**config.mk**
```make
export PLATFORM = sky130hd
export DESIGN_NAME = pps_ctrl
export DESIGN_NICKNAME = d
export VERILOG_FILES = /design/src/hdl/pps_pkg.sv /design/src/hdl/pps_ctrl.sv
export SDC_FILE = /design/constraint.sdc
export NUM_CORES = 1
export LEC_CHECK = 0
export BUFFER_PORTS_ARGS = -buffer_cell sky130_fd_sc_hd__buf_2
export CAP_MARGIN = 10
export CORE_MARGIN = 2
export CORE_UTILIZATION = 40
export CTS_CLUSTER_DIAMETER = 120
export CTS_CLUSTER_SIZE = 24
export DETAILED_ROUTE_END_ITERATION = 16
export PLACE_DENSITY = 0.74
export SYNTH_ARGS = -nofsm -noshare
export SYNTH_HDL_FRONTEND = slang
export SYNTH_SLANG_ARGS = --single-unit
```
**constraint.sdc**
```tcl
create_clock -name i_clk -period 4.5 [get_ports i_clk]
set_input_delay 0.225 -clock i_clk [delete_from_list [all_inputs] [get_ports i_clk]]
set_output_delay 0.225 -clock i_clk [all_outputs]
set_load 0.005 [all_outputs]
```
**src/hdl/pps_pkg.sv**
```systemverilog
// shared types, constants and tables of the pure pursuit steering block
package pps_pkg;

    localparam int MAX_POINTS_DEF   = 1024;
    localparam int CORDIC_STEPS_DEF = 16;
    localparam int SLOT_LIMIT       = 1024;
    localparam int CFG_IDX_W        = 3;
    localparam int CFG_DATA_W       = 24;

    localparam logic signed [33:0] INV_GAIN_Q28 = 34'sd163008218;
    localparam logic signed [35:0] PI_Q30       = 36'sd3373259426;
    localparam logic signed [35:0] HALF_PI_Q30  = 36'sd1686629713;

    typedef enum logic [CFG_IDX_W-1:0] {
        CFG_LOOKAHEAD_BASE = 3'd0,
        CFG_WHEELBASE      = 3'd1,
        CFG_STEER_RATIO    = 3'd2,
        CFG_MAX_STEER      = 3'd3,
        CFG_PATH_COUNT     = 3'd4
    } t_cfg_idx;

    typedef struct packed {
        logic [23:0] lookahead_base;
        logic [15:0] wheelbase;
        logic [15:0] steer_ratio;
        logic [14:0] max_steer;
        logic [10:0] path_count;
    } t_cfg;

    typedef struct packed {
        logic               mode;
        logic [9:0]         point_index;
        logic signed [31:0] pos_x;
        logic signed [31:0] pos_y;
        logic signed [15:0] heading;
        logic [15:0]        speed;
    } t_in_beat;

    typedef enum logic [4:0] {
        S_IDLE, S_SCAN1, S_DRAIN1, S_SCAN2, S_DRAIN2, S_DECIDE, S_FWAIT,
        S_ROT, S_LAT, S_LATFIN, S_YM, S_CHK, S_NORM, S_VEC, S_MUL, S_SAT, S_OUT
    } t_state;

    typedef enum logic [1:0] {
        PH_NONE, PH_NEAR, PH_HIT, PH_TGT
    } t_phase;

    typedef struct packed {
        logic   load;
        logic   capture;
        logic   issue;
        logic   scan_init2;
        logic   tgt_fix;
        logic   fetch;
        logic   rot_init;
        logic   rot_step;
        logic   lat_mul;
        logic   lat_fin;
        logic   ym_calc;
        logic   zero_z;
        logic   norm_step;
        logic   vec_init;
        logic   vec_step;
        logic   steer_mul;
        logic   steer_fin;
        logic   result_load;
        t_phase phase;
    } t_cmd;

    typedef struct packed {
        logic n_zero;
        logic scan_end;
        logic found;
        logic pipe_busy;
        logic stop;
        logic step_last;
        logic skip;
        logic norm_done;
        logic out_free;
    } t_status;

    // arctan(2^-i) in Q0.30
    function automatic logic [29:0] atan_q30(input logic [4:0] i);
        logic [29:0] v;
        unique case (i)
            5'd0:  v = 30'd843314856;
            5'd1:  v = 30'd497837829;
            5'd2:  v = 30'd263043836;
            5'd3:  v = 30'd133525158;
            5'd4:  v = 30'd67021686;
            5'd5:  v = 30'd33543515;
            5'd6:  v = 30'd16775850;
            5'd7:  v = 30'd8388437;
            5'd8:  v = 30'd4194282;
            5'd9:  v = 30'd2097149;
            5'd10: v = 30'd1048575;
            5'd11: v = 30'd524287;
            5'd12: v = 30'd262143;
            5'd13: v = 30'd131071;
            5'd14: v = 30'd65535;
            5'd15: v = 30'd32767;
            5'd16: v = 30'd16383;
            5'd17: v = 30'd8191;
            5'd18: v = 30'd4095;
            5'd19: v = 30'd2047;
            5'd20: v = 30'd1023;
            5'd21: v = 30'd511;
            5'd22: v = 30'd255;
            5'd23: v = 30'd127;
            5'd24: v = 30'd63;
            5'd25: v = 30'd31;
            5'd26: v = 30'd15;
            5'd27: v = 30'd7;
            5'd28: v = 30'd3;
            5'd29: v = 30'd1;
            5'd30: v = 30'd0;
            5'd31: v = 30'd0;
        endcase
        return v;
    endfunction

endpackage

```
**src/hdl/pps_ctrl.sv**
```systemverilog
// controller: sequences scans, cordic passes and result delivery
module pps_ctrl (
    input  logic             i_clk,
    input  logic             i_rst_n,
    input  logic             i_in_valid,
    input  logic             i_in_mode,
    output logic             o_in_ready,
    input  pps_pkg::t_status i_status,
    output pps_pkg::t_cmd    o_cmd
);
    pps_pkg::t_state r_state, n_state;

    always_ff @(posedge i_clk) begin
        if (!i_rst_n) begin
            r_state <= pps_pkg::S_IDLE;
        end else begin
            r_state <= n_state;
        end
    end

    always_comb begin
        n_state = r_state;
        unique case (r_state)
            pps_pkg::S_IDLE: begin
                if (i_in_valid && i_in_mode) begin
                    n_state = i_status.n_zero ? pps_pkg::S_OUT : pps_pkg::S_SCAN1;
                end
            end
            pps_pkg::S_SCAN1:  if (i_status.scan_end) n_state = pps_pkg::S_DRAIN1;
            pps_pkg::S_DRAIN1: if (!i_status.pipe_busy) n_state = pps_pkg::S_SCAN2;
            pps_pkg::S_SCAN2: begin
                if (i_status.scan_end || i_status.found) n_state = pps_pkg::S_DRAIN2;
            end
            pps_pkg::S_DRAIN2: if (!i_status.pipe_busy) n_state = pps_pkg::S_DECIDE;
            pps_pkg::S_DECIDE: n_state = i_status.stop ? pps_pkg::S_OUT : pps_pkg::S_FWAIT;
            pps_pkg::S_FWAIT:  if (!i_status.pipe_busy) n_state = pps_pkg::S_ROT;
            pps_pkg::S_ROT:    if (i_status.step_last) n_state = pps_pkg::S_LAT;
            pps_pkg::S_LAT:    n_state = pps_pkg::S_LATFIN;
            pps_pkg::S_LATFIN: n_state = pps_pkg::S_YM;
            pps_pkg::S_YM:     n_state = pps_pkg::S_CHK;
            pps_pkg::S_CHK:    n_state = i_status.skip ? pps_pkg::S_MUL : pps_pkg::S_NORM;
            pps_pkg::S_NORM:   if (i_status.norm_done) n_state = pps_pkg::S_VEC;
            pps_pkg::S_VEC:    if (i_status.step_last) n_state = pps_pkg::S_MUL;
            pps_pkg::S_MUL:    n_state = pps_pkg::S_SAT;
            pps_pkg::S_SAT:    n_state = pps_pkg::S_OUT;
            pps_pkg::S_OUT:    if (i_status.out_free) n_state = pps_pkg::S_IDLE;
            default:           n_state = pps_pkg::S_IDLE;
        endcase
    end

    always_comb begin
        o_cmd      = '0;
        o_in_ready = 1'b0;
        unique case (r_state)
            pps_pkg::S_IDLE: begin
                o_in_ready    = 1'b1;
                o_cmd.capture = i_in_valid && i_in_mode;
                o_cmd.load    = i_in_valid && !i_in_mode;
            end
            pps_pkg::S_SCAN1: begin
                o_cmd.phase = pps_pkg::PH_NEAR;
                o_cmd.issue = !i_status.scan_end;
            end
            pps_pkg::S_DRAIN1: begin
                o_cmd.phase      = pps_pkg::PH_NEAR;
                o_cmd.scan_init2 = !i_status.pipe_busy;
            end
            pps_pkg::S_SCAN2: begin
                o_cmd.phase = pps_pkg::PH_HIT;
                o_cmd.issue = !i_status.scan_end && !i_status.found;
            end
            pps_pkg::S_DRAIN2: begin
                o_cmd.phase   = pps_pkg::PH_HIT;
                o_cmd.tgt_fix = !i_status.pipe_busy;
            end
            pps_pkg::S_DECIDE: o_cmd.fetch = !i_status.stop;
            pps_pkg::S_FWAIT: begin
                o_cmd.phase    = pps_pkg::PH_TGT;
                o_cmd.rot_init = !i_status.pipe_busy;
            end
            pps_pkg::S_ROT:    o_cmd.rot_step = 1'b1;
            pps_pkg::S_LAT:    o_cmd.lat_mul  = 1'b1;
            pps_pkg::S_LATFIN: o_cmd.lat_fin  = 1'b1;
            pps_pkg::S_YM:     o_cmd.ym_calc  = 1'b1;
            pps_pkg::S_CHK:    o_cmd.zero_z   = i_status.skip;
            pps_pkg::S_NORM: begin
                o_cmd.norm_step = !i_status.norm_done;
                o_cmd.vec_init  = i_status.norm_done;
            end
            pps_pkg::S_VEC:    o_cmd.vec_step    = 1'b1;
            pps_pkg::S_MUL:    o_cmd.steer_mul   = 1'b1;
            pps_pkg::S_SAT:    o_cmd.steer_fin   = 1'b1;
            pps_pkg::S_OUT:    o_cmd.result_load = i_status.out_free;
            default: ;
        endcase
    end
endmodule

```
==> results.py, run 1 <==
metrics = {
    "yosys": {
        "synth_top_family_by_area": "simple AND/OR/NAND/NOR gates",
        "synth_top_area_cell": "dfxtp_1",
        "syn_inst": 89,
        "synth_compound_area_share_pct": 19.2,
        "synth_top_area_share_pct": 16.0,
        "synth.distinct_cells": 34,
        "ys_warn_count": 0,
        "ys_seq_elements": 5,
        "syn_nets": 102,
        "synth_xor_area_share_pct": 1.40,
        "synth.cell_area_um2": 624,
        "seq_area_frac_synth_pct": 16.0,
        "synth-simple-area-share_pct": 48.5,
        "synth_area_per_cell_um2": 7.02,
        "synthAdderAreaFrac_pct": 0,
        "synth_area_leaders": "dfxtp_1 (16%), nor2_1 (8.4%), nor3_4 (7.8%)",
        "synthMuxAreaShare_pct": 6.61,
    },
    "power_and_ir_drop": {
        "seqPwrFrac_pct": 31.1,
        "power.switching_mw": 0.0825,
        "p_int_mw": 0.130,
        "pwr-share-clk_pct": 23.7,
        "powerDensity_mw_per_mm2": 263,
        "p_leak_nw": 0.379,
        "combPwrFrac_pct": 45.2,
        "vdd_drop_max_mv": 0.193,
        "swShare_pct": 38.8,
        "power_mw": 0.213,
    },
    "detailed_routing": {
        "wl_um": 1740,
        "post_drt_via_cell_ratio": 5.46,
        "drc": 0,
        "ant_nets": 0,
        "firstDrtPassIters": 4,
        "vias": 743,
        "drtIter0Drc": 14,
        "wl_per_cell_um": 12.8,
    },
    "placement": {
        "gp_routability_congestion": 0.846,
        "port_buffers": 33,
        "dp_cells": 132,
        "dp_hpwl_um": 1400,
        "dp_slack_ns": 2.66,
    },
    "finish": {
        "regMostFlops": "r_state",
        "drive_above_1_share_pct": 37.5,
        "area_delta_synth_final_pct": 29.3,
        "largest_reg_flops": 5,
        "nets": 134,
        "reg_top3": "r_state: 5 flops",
        "finalNonFillerCells": 136,
        "final_util_pct": 54.2,
        "n_fill_cell": 152,
        "antennaDiodeCount": 0,
    },
    "clock_tree": {
        "cts_buffers": 3,
        "root_buffer": "clkbuf_4",
        "post_cts_resized": 0,
        "cts_hold_buffers": 0,
        "cts_tree": "done",
        "cts-htree-levels": 1,
        "post_cts_buffers": 0,
        "cts.sinks": 5,
        "cts_buffer_depth": 2,
        "clk_pin_slew_ns": 0.04,
        "clock_latency_ns": 0.24,
    },
    "sta": {
        "final_hold_viol_count": 0,
        "fin_tns_setup_ns": 0,
        "period_share_pct": 44.3,
        "tightest_slew_ns": 0.521,
        "fin_skew_ns": 0.000172,
        "slew_viol_final": 0,
        "layout_min_cycle_time_ns": 1.99,
        "max_freq_mhz": 501,
        "max_slew_margin_pct": 65.2,
        "grt_setup_unrepaired": "false",
        "finalSetupViolations": 0,
        "setup_ws_ns": 2.51,
    },
    "die": {
        "coreArea_mm2": 0.00149,
        "die_area_mm2": 0.00189,
        "die_w_um": 43.5,
        "start_util_pct": 41.9,
        "fp.dieH_um": 43.5,
        "fp-row-count": 14,
        "io_pins": 34,
    },
    "setup_path": {
        "crit_path_top_delay_cell": "dfxtp_1",
        "worstPathCellList": "inv_2, or3_1, nor3_4, buf_2",
        "arrival_ns": 1.77,
        "worstSetupStartpointType": "flop",
        "max_stage_delay_ns": 0.59,
        "critPathKind": "reg2out",
        "cp-end-kind": "output port",
        "cp_data_required_time_ns": 4.28,
        "path_max_fanout": 13,
    },
    "global_routing": {
        "grt_util_met3_pct": 5.42,
        "grt_max_degree": 17,
        "grt_use_total_pct": 20.9,
        "grt_pass1_vias": 691,
        "grt_overflow_total": 0,
        "grt_pass1_wl_um": 3030,
        "met2_usage_pct": 33.4,
        "antenna_found_initial": 0,
        "grt.busiest_layer": "met2",
        "gr-usage-met1_pct": 27.0,
    },
    "job": {
        "maxCapViolCount": 0,
    },
    "status": {
        "status": "finished clean",
    },
    "hold_path": {
        "hold_path.class": "in2reg",
    },
}
==> layout by cell type, fill, tap and decap left out, drive strengths merged <==
cell    count
nor4        2
a311oi      1
xnor2       1
a31o        1
inv         6
a21oi       6
o21ai       2
clkbuf      4
nand3       1
dfxtp       5
a311o       1
or3         3
nand2       9
o21a        2
and3        1
o31ai       1
nor2       14
or2         1
or4b        2
mux2i       3
a22o        1
nor3       11
o211ai      1
nand2b      4
buf        33
mux2        1
nand3b      1
nor3b       2
==> area by class of cell <==
type	instances	area, µm²	share of cell area (%)
Tap cell	16	20.0	2.48
Sequential cell	5	100	12.4
Inverter	6	22.5	2.79
Timing Repair Buffer	33	165	20.5
Clock buffer	4	26.3	3.26
Multi-Input combinational cell	72	473	58.6
==> Yosys cell counts <==
cell	instances
or2_1	1
buf_1	1
o21ai_0	1
a311o_1	1
nand3_1	1
xnor2_1	1
a22o_1	1
mux2_2	1
nand2b_2	1
nor2_1	14
or4b_1	1
or4b_4	1
or3_4	1
nor3_1	8
nand2b_1	3
nor4_1	2
nand3b_1	1
o211ai_1	1
nor3b_1	2
inv_2	1
o21ai_1	1
or3_1	2
dfxtp_1	5
a21oi_1	6
nand2_1	9
nor3_4	3
o31ai_4	1
inv_1	5
and3_1	1
mux2i_1	3
a311oi_1	1
a31o_1	1
o21a_1	2
buf_2	5
==> metrics by stage <==
stage	area (µm²)	hold WS [ns]
CTS	807	0.281
finish	807	0.291
detailed placement	781	0.539
global route	807	0.279
floorplan	624	0.468
global placement	781	0.534
==> layer usage <==
metal	vias to the layer above	part of all wire, %	wire (µm)
met5	-	0	0
met4	0	0	0
met3	0	9.9	172
met2	37	50	873
met1	326	40	694
li1	380	-	-
==> logic make-up (layout without fill, tap and decap cells) <==
logic type,Yosys count,in the layout
flops,5,5
mux,4,4
compound gates,16,16
simple gates,51,51
xor+xnor,1,1
buf+inv,12,43
==> power by group through the flow <==
stage               Sequential (mW)  Clock [mW]  Combinational (mW)
finish                       0.0661      0.0504              0.0960
global route                 0.0684      0.0571               0.107
global placement             0.0661           0              0.0933
detailed placement           0.0666           0              0.0962
floorplan                    0.0547           0              0.0791
CTS                          0.0657      0.0539              0.0967
==> worst max-delay path: cells and delay by family, from the launching register on <==
family / cells / cell delay, ns
buffers and inverters: 2 / 0.27
and+or+nand+nor: 2 / 0.66
DFF: 1 / 0.59
==> worst paths after layout <==
path / start / endpoint / slack, ns / depth (start not counted)
max: r_state[2] / o_cmd[7] / 2.51 / 4
min: i_rst_n / r_state[3] / 0.29 / 2
max reg2reg: r_state[0] / r_state[4] / 2.65 / 5
min reg2reg: r_state[2] / r_state[2] / 0.66 / 2
Note: power is estimated with default switching activity, not from simulation.
==> run 2: changes to the inputs <==
Clock period 4.5 ns to 1.9 ns, I/O delays scaled along.
==> run 2 against run 1 <==
  * Sequential share of layout area is 0.31 points lower
  * Routed wire length shrank 3.7%
  * Critical path depth grew 1
  * Design area up 3.9%
  * Count of clock-buffer cells in the layout unchanged
  * Critical path type unchanged
  * Final cell count is 2.9% higher
  * Non-clock buffer count increased by 4
  * Worst setup slack got worse by 2.4 ns
  * Die area did not move
==> results.py, run 2 (synthesized netlist as in run 1, its figures left out) <==
metrics = {
    "clock_tree": {
        "root_buffer": "clkbuf_4",
        "cts-htree-levels": 1,
        "cts_buffer_depth": 2,
        "post_cts_buffers": 0,
        "clk_pin_slew_ns": 0.04,
        "cts_tree": "done",
        "cts.sinks": 5,
        "clock_latency_ns": 0.24,
        "cts_buffers": 3,
    },
    "finish": {
        "regMostFlops": "r_state",
        "n_fill_cell": 142,
        "final_common_cell": "buf_2",
        "design_area_um2": 838,
        "reg_top3": "r_state: 5 flops",
        "drive_above_1_share_pct": 40.3,
        "area_delta_synth_final_pct": 34.3,
        "layout_common_cells": "buf_2 (33), nor2_1 (14), nand2_1 (9)",
        "nets": 138,
        "antennaDiodeCount": 0,
        "largest_reg_flops": 5,
    },
    "die": {
        "die_area_mm2": 0.00189,
        "coreArea_mm2": 0.00149,
        "die_w_um": 43.5,
        "fp.dieH_um": 43.5,
        "io_pins": 34,
        "start_util_pct": 41.9,
        "fp-row-count": 14,
    },
    "setup_path": {
        "worstPathCellList": "or3_4, nor3_4, buf_4, and3_1, buf_2",
        "critPathKind": "reg2out",
        "max_stage_delay_ns": 0.47,
        "cp-end-kind": "output port",
        "arrival_ns": 1.69,
        "path_delay_family": "simple AND/OR/NAND/NOR gates",
        "crit_path_top_delay_cell": "or3_4",
        "worstSetupStartpointType": "flop",
        "startpoint": "r_state[1]",
        "path_buf_inv": 2,
        "cp_data_required_time_ns": 1.80,
        "path_max_fanout": 12,
        "r2r-start": "r_state[4]",
    },
    "sta": {
        "period_share_pct": 93.9,
        "max_freq_mhz": 561,
        "slew_viol_final": 0,
        "fin_tns_setup_ns": 0,
        "layout_min_cycle_time_ns": 1.78,
        "max_slew_margin_pct": 73.7,
        "tightest_slew_ns": 0.394,
        "grt_setup_unrepaired": "false",
        "fin_skew_ns": 0.00422,
        "final_hold_viol_count": 0,
        "finalSetupViolations": 0,
    },
    "detailed_routing": {
        "post_drt_via_cell_ratio": 5.29,
        "wl_um": 1670,
        "ant_nets": 0,
        "firstDrtPassIters": 4,
        "drtIter0Drc": 19,
        "wl_per_cell_um": 12.0,
        "vias": 740,
        "drc": 0,
    },
    "placement": {
        "port_buffers": 33,
        "dp_hpwl_um": 1320,
        "gp_routability_congestion": 0.811,
        "place_area_um2": 811,
    },
    "status": {
        "status": "finished clean",
    },
    "power_and_ir_drop": {
        "powerDensity_mw_per_mm2": 622,
        "p_leak_nw": 0.400,
        "vdd_drop_max_mv": 0.499,
    },
    "global_routing": {
        "grt_pass1_vias": 609,
        "grt_pass1_wl_um": 2770,
        "grt_overflow_total": 0,
        "grt_max_degree": 15,
        "antenna_found_initial": 0,
        "grt_use_total_pct": 19.2,
    },
    "hold_path": {
        "hold_path.class": "in2reg",
        "worstHoldStart": "i_rst_n",
    },
    "job": {
        "maxCapViolCount": 0,
    },
}
-- run 2: changes by cell type in the layout (fill, tap and decap cells not counted) --
cell | before | now
buf_4 | 0 | 4
dfxtp_1 | 5 | 4
dfxtp_2 | 0 | 1
-- run 2: through the flow --
| stage | setup WS (ns) | utilization (%) | std cells | total power, mW | hold slack [ns] |
|---|---|---|---|---|---|
| after floorplan | 0.381 | - | 89 | 0.317 | 0.220 |
| after global placement | 0.210 | 54.5 | 136 | 0.399 | 0.402 |
| after detailed placement | 0.178 | 54.5 | 136 | 0.403 | 0.407 |
| after CTS | 0.0654 | 56.2 | 140 | 0.528 | 0.153 |
| after global routing | 0.0591 | 56.3 | 140 | 0.560 | 0.168 |
| final | 0.116 | 56.3 | 140 | 0.521 | 0.160 |
-- run 2: path summary, 6_finish.rpt --
check / to / slack, ns / cells past startpoint
max: o_cmd[18] / 0.12 / 5
max reg2reg: r_state[4] / 0.19 / 5
min: r_state[0] / 0.16 / 2
min reg2reg: r_state[2] / 0.58 / 2
-- run 2: layout make-up --
cell class | instances | area (µm²) | area share [%]
Inverter | 6 | 22.5 | 2.69
Clock buffer | 4 | 26.3 | 3.13
Sequential cell | 5 | 101 | 12.1
Multi-Input combinational cell | 72 | 473 | 56.4
Tap cell | 16 | 20.0 | 2.39
Timing Repair Buffer | 37 | 195 | 23.3
-- run 2: timing repair --
action                     in CTS  in global routing
setup endpoints to repair       0                  2
gates resized for setup         0                  1
hold buffers                    0                  0
-- run 2: metal layers --
layer / share of wire, % / global-route usage [%] / wire, µm
met2: 45 / 29.6 / 758
met1: 44 / 26.4 / 744
met5: 0 / 0 / 0
met3: 8.2 / 2.92 / 138
met4: 2.0 / 9.09 / 33
-- run 2: where the power goes --
part | leakage (nW) | internal (mW) | switching (mW)
combinational | 0.344 | 0.131 | 0.131
sequential | 0.0411 | 0.116 | 0.0233
clock | 0.0150 | 0.0792 | 0.0404
==> run 3: changes to the inputs <==
Settings changed: ABC_AREA set to 1, PLACE_DENSITY 0.74 to 0.75.
==> run 3 against run 2 <==
  * Via count up 11%
  * Routed wire length fell by 0.18%
  * First-iteration DRC count rose by 37%
  * Critical endpoint is now o_cmd[1]
  * Largest cell class unchanged
  * Largest power group unchanged
  * Highest routed layer is now met3
==> results.py, run 3 <==
metrics = {
    "power_and_ir_drop": {
        "powerDensity_mw_per_mm2": 1380,
        "vdd_drop_max_mv": 0.821,
        "p_leak_nw": 0.522,
    },
    "die": {
        "start_util_pct": 41.6,
        "coreArea_mm2": 0.00145,
        "fp-row-count": 14,
        "fp.dieH_um": 42.9,
        "die_w_um": 42.9,
        "io_pins": 34,
        "die_area_mm2": 0.00184,
    },
    "sta": {
        "tightest_slew_ns": 0.323,
        "period_share_pct": 83.9,
        "final_hold_viol_count": 0,
        "slew_viol_final": 0,
        "layout_min_cycle_time_ns": 1.59,
        "hold_ws_ns": 0.117,
        "fin_skew_ns": 0.00227,
        "max_freq_mhz": 627,
        "max_slew_margin_pct": 78.4,
        "grt_setup_unrepaired": "false",
        "finalSetupViolations": 0,
        "fin_tns_setup_ns": 0,
    },
    "setup_path": {
        "path_delay_family": "flip-flops",
        "cp-end-kind": "output port",
        "path_common_cell": "nand2_1",
        "max_stage_delay_ns": 0.50,
        "arrival_ns": 1.50,
        "path_buf_inv": 3,
        "path_max_fanout": 7,
        "cp_data_required_time_ns": 1.80,
        "critPathKind": "reg2out",
        "worstSetupStartpointType": "flop",
        "crit_path_top_delay_cell": "dfxtp_1",
        "worstPathCellList": "inv_2, nand2_1, nor2_2, nand2_1, nand2_1, nor2_1, inv_1, buf_2",
    },
    "clock_tree": {
        "cts.sinks": 5,
        "cts_tree": "done",
        "post_cts_resized": 0,
        "cts_buffer_depth": 2,
        "cts_buffers": 3,
        "root_buffer": "clkbuf_4",
        "cts-htree-levels": 1,
        "clock_latency_ns": 0.24,
        "cts_hold_buffers": 0,
        "post_cts_buffers": 0,
        "clk_pin_slew_ns": 0.04,
    },
    "finish": {
        "regMostFlops": "r_state",
        "nets": 165,
        "largest_reg_flops": 5,
        "area_delta_synth_final_pct": 35.0,
        "reg_top3": "r_state: 5 flops",
        "antennaDiodeCount": 0,
        "drive_above_1_share_pct": 32.5,
        "layout_common_cells": "nor2_1 (34), buf_2 (33), nand2_1 (24)",
        "final_common_cell": "nor2_1",
    },
    "global_routing": {
        "grt_overflow_total": 0,
        "grt_max_degree": 11,
        "grt.busiest_layer": "met2",
        "grt_pass1_vias": 695,
        "antenna_found_initial": 0,
        "gr-usage-met1_pct": 27.0,
        "grt_util_met3_pct": 1.70,
        "grt_use_total_pct": 19.1,
        "grt_pass1_wl_um": 2780,
        "met2_usage_pct": 30.0,
    },
    "placement": {
        "port_buffers": 33,
        "gp_routability_congestion": 0.901,
        "dp_hpwl_um": 1400,
    },
    "yosys": {
        "synthArstFlopShare_pct": 0,
        "syn_nets": 127,
        "synth_commonest_cells": "nor2_1 (34), nand2_1 (24), inv_1 (19), dfxtp_1 (5)",
        "synth.distinct_cells": 19,
        "ys_seq_elements": 5,
        "synth_top_area_share_pct": 21.1,
        "synth-main-ff-cell": "dfxtp_1",
        "yosysMostFrequentCell": "nor2_1",
        "synth_edf_count": 0,
        "ys_warn_count": 0,
        "synth_area_leaders": "nor2_1 (21%), dfxtp_1 (17%), nand2_1 (15%)",
        "synth.cell_area_um2": 604,
        "synth_area_per_cell_um2": 5.30,
        "syn_inst": 114,
        "seq_area_frac_synth_pct": 16.6,
        "synth_top_area_cell": "nor2_1",
    },
    "status": {
        "status": "finished clean",
    },
    "detailed_routing": {
        "firstDrtPassIters": 4,
        "ant_nets": 0,
        "drtIter0Drc": 26,
        "vias": 819,
        "post_drt_via_cell_ratio": 4.90,
        "wl_um": 1670,
        "wl_per_cell_um": 10.0,
        "drc": 0,
    },
    "job": {
        "maxCapViolCount": 0,
    },
    "hold_path": {
        "hold_path.class": "in2reg",
    },
}
## run 3: worst reg2reg max path, cell delays in order, from the launching register on
cell     delay [ns]
dfxtp_1        0.39
inv_2          0.14
nand2_1        0.09
nor2_2         0.16
nand2_2        0.09
nor2_1         0.17
nor2_4         0.07
nand3_4        0.13
nand2_1        0.08
nand2_1        0.06
nor2_1         0.03
## run 3: stage by stage
stage / setup slack (ns) / cell area [µm²] / util, % / std cells / total power [mW]
floorplan: 0.603 / 604 / - / 114 / 0.791
global route: 0.148 / 816 / 56.1 / 167 / 1.25
detailed placement: 0.395 / 790 / 54.3 / 163 / 0.998
finish: 0.306 / 816 / 56.1 / 167 / 1.12
CTS: 0.318 / 816 / 56.1 / 167 / 1.12
global placement: 0.412 / 790 / 54.3 / 163 / 0.997
## run 3: cells by family after synthesis
| group | Yosys count | share of synthesized area [%] |
|---|---|---|
| simple gates | 80 | 62.5 |
| flops | 5 | 16.6 |
| compound gates | 7 | 7.24 |
| buf+inv | 22 | 13.7 |
## run 3: final cells by class
cell class | count | area [µm²]
well taps | 16 | 20.0
clock buffers | 4 | 26.3
multi-input cells | 87 | 422
inverters | 22 | 82.6
fillers | 160 | 638
flip-flops and latches | 5 | 100
repair buffers | 33 | 165
## run 3: final timing paths
path | slack [ns] | to | from | cells after the start
setup / recovery | 0.31 | o_cmd[1] | r_state[1] | 8
hold / removal | 0.12 | r_state[4] | i_rst_n | 3
setup reg to reg | 0.38 | r_state[3] | r_state[1] | 10
hold reg to reg | 0.62 | r_state[2] | r_state[2] | 4
## run 3: power breakdown
group	leakage [nW]	switching (mW)	total [mW]	internal (mW)
registers	0.0414	0.0770	0.225	0.148
clock network	0.0150	0.0396	0.119	0.0791
logic	0.466	0.495	0.780	0.285
total	0.522	0.611	1.12	0.513
## run 3: metal layers
metal	routed length, µm	part of all wire, %
met5	0	0
met4	0	0
met3	93	5.6
met2	829	50
met1	749	45
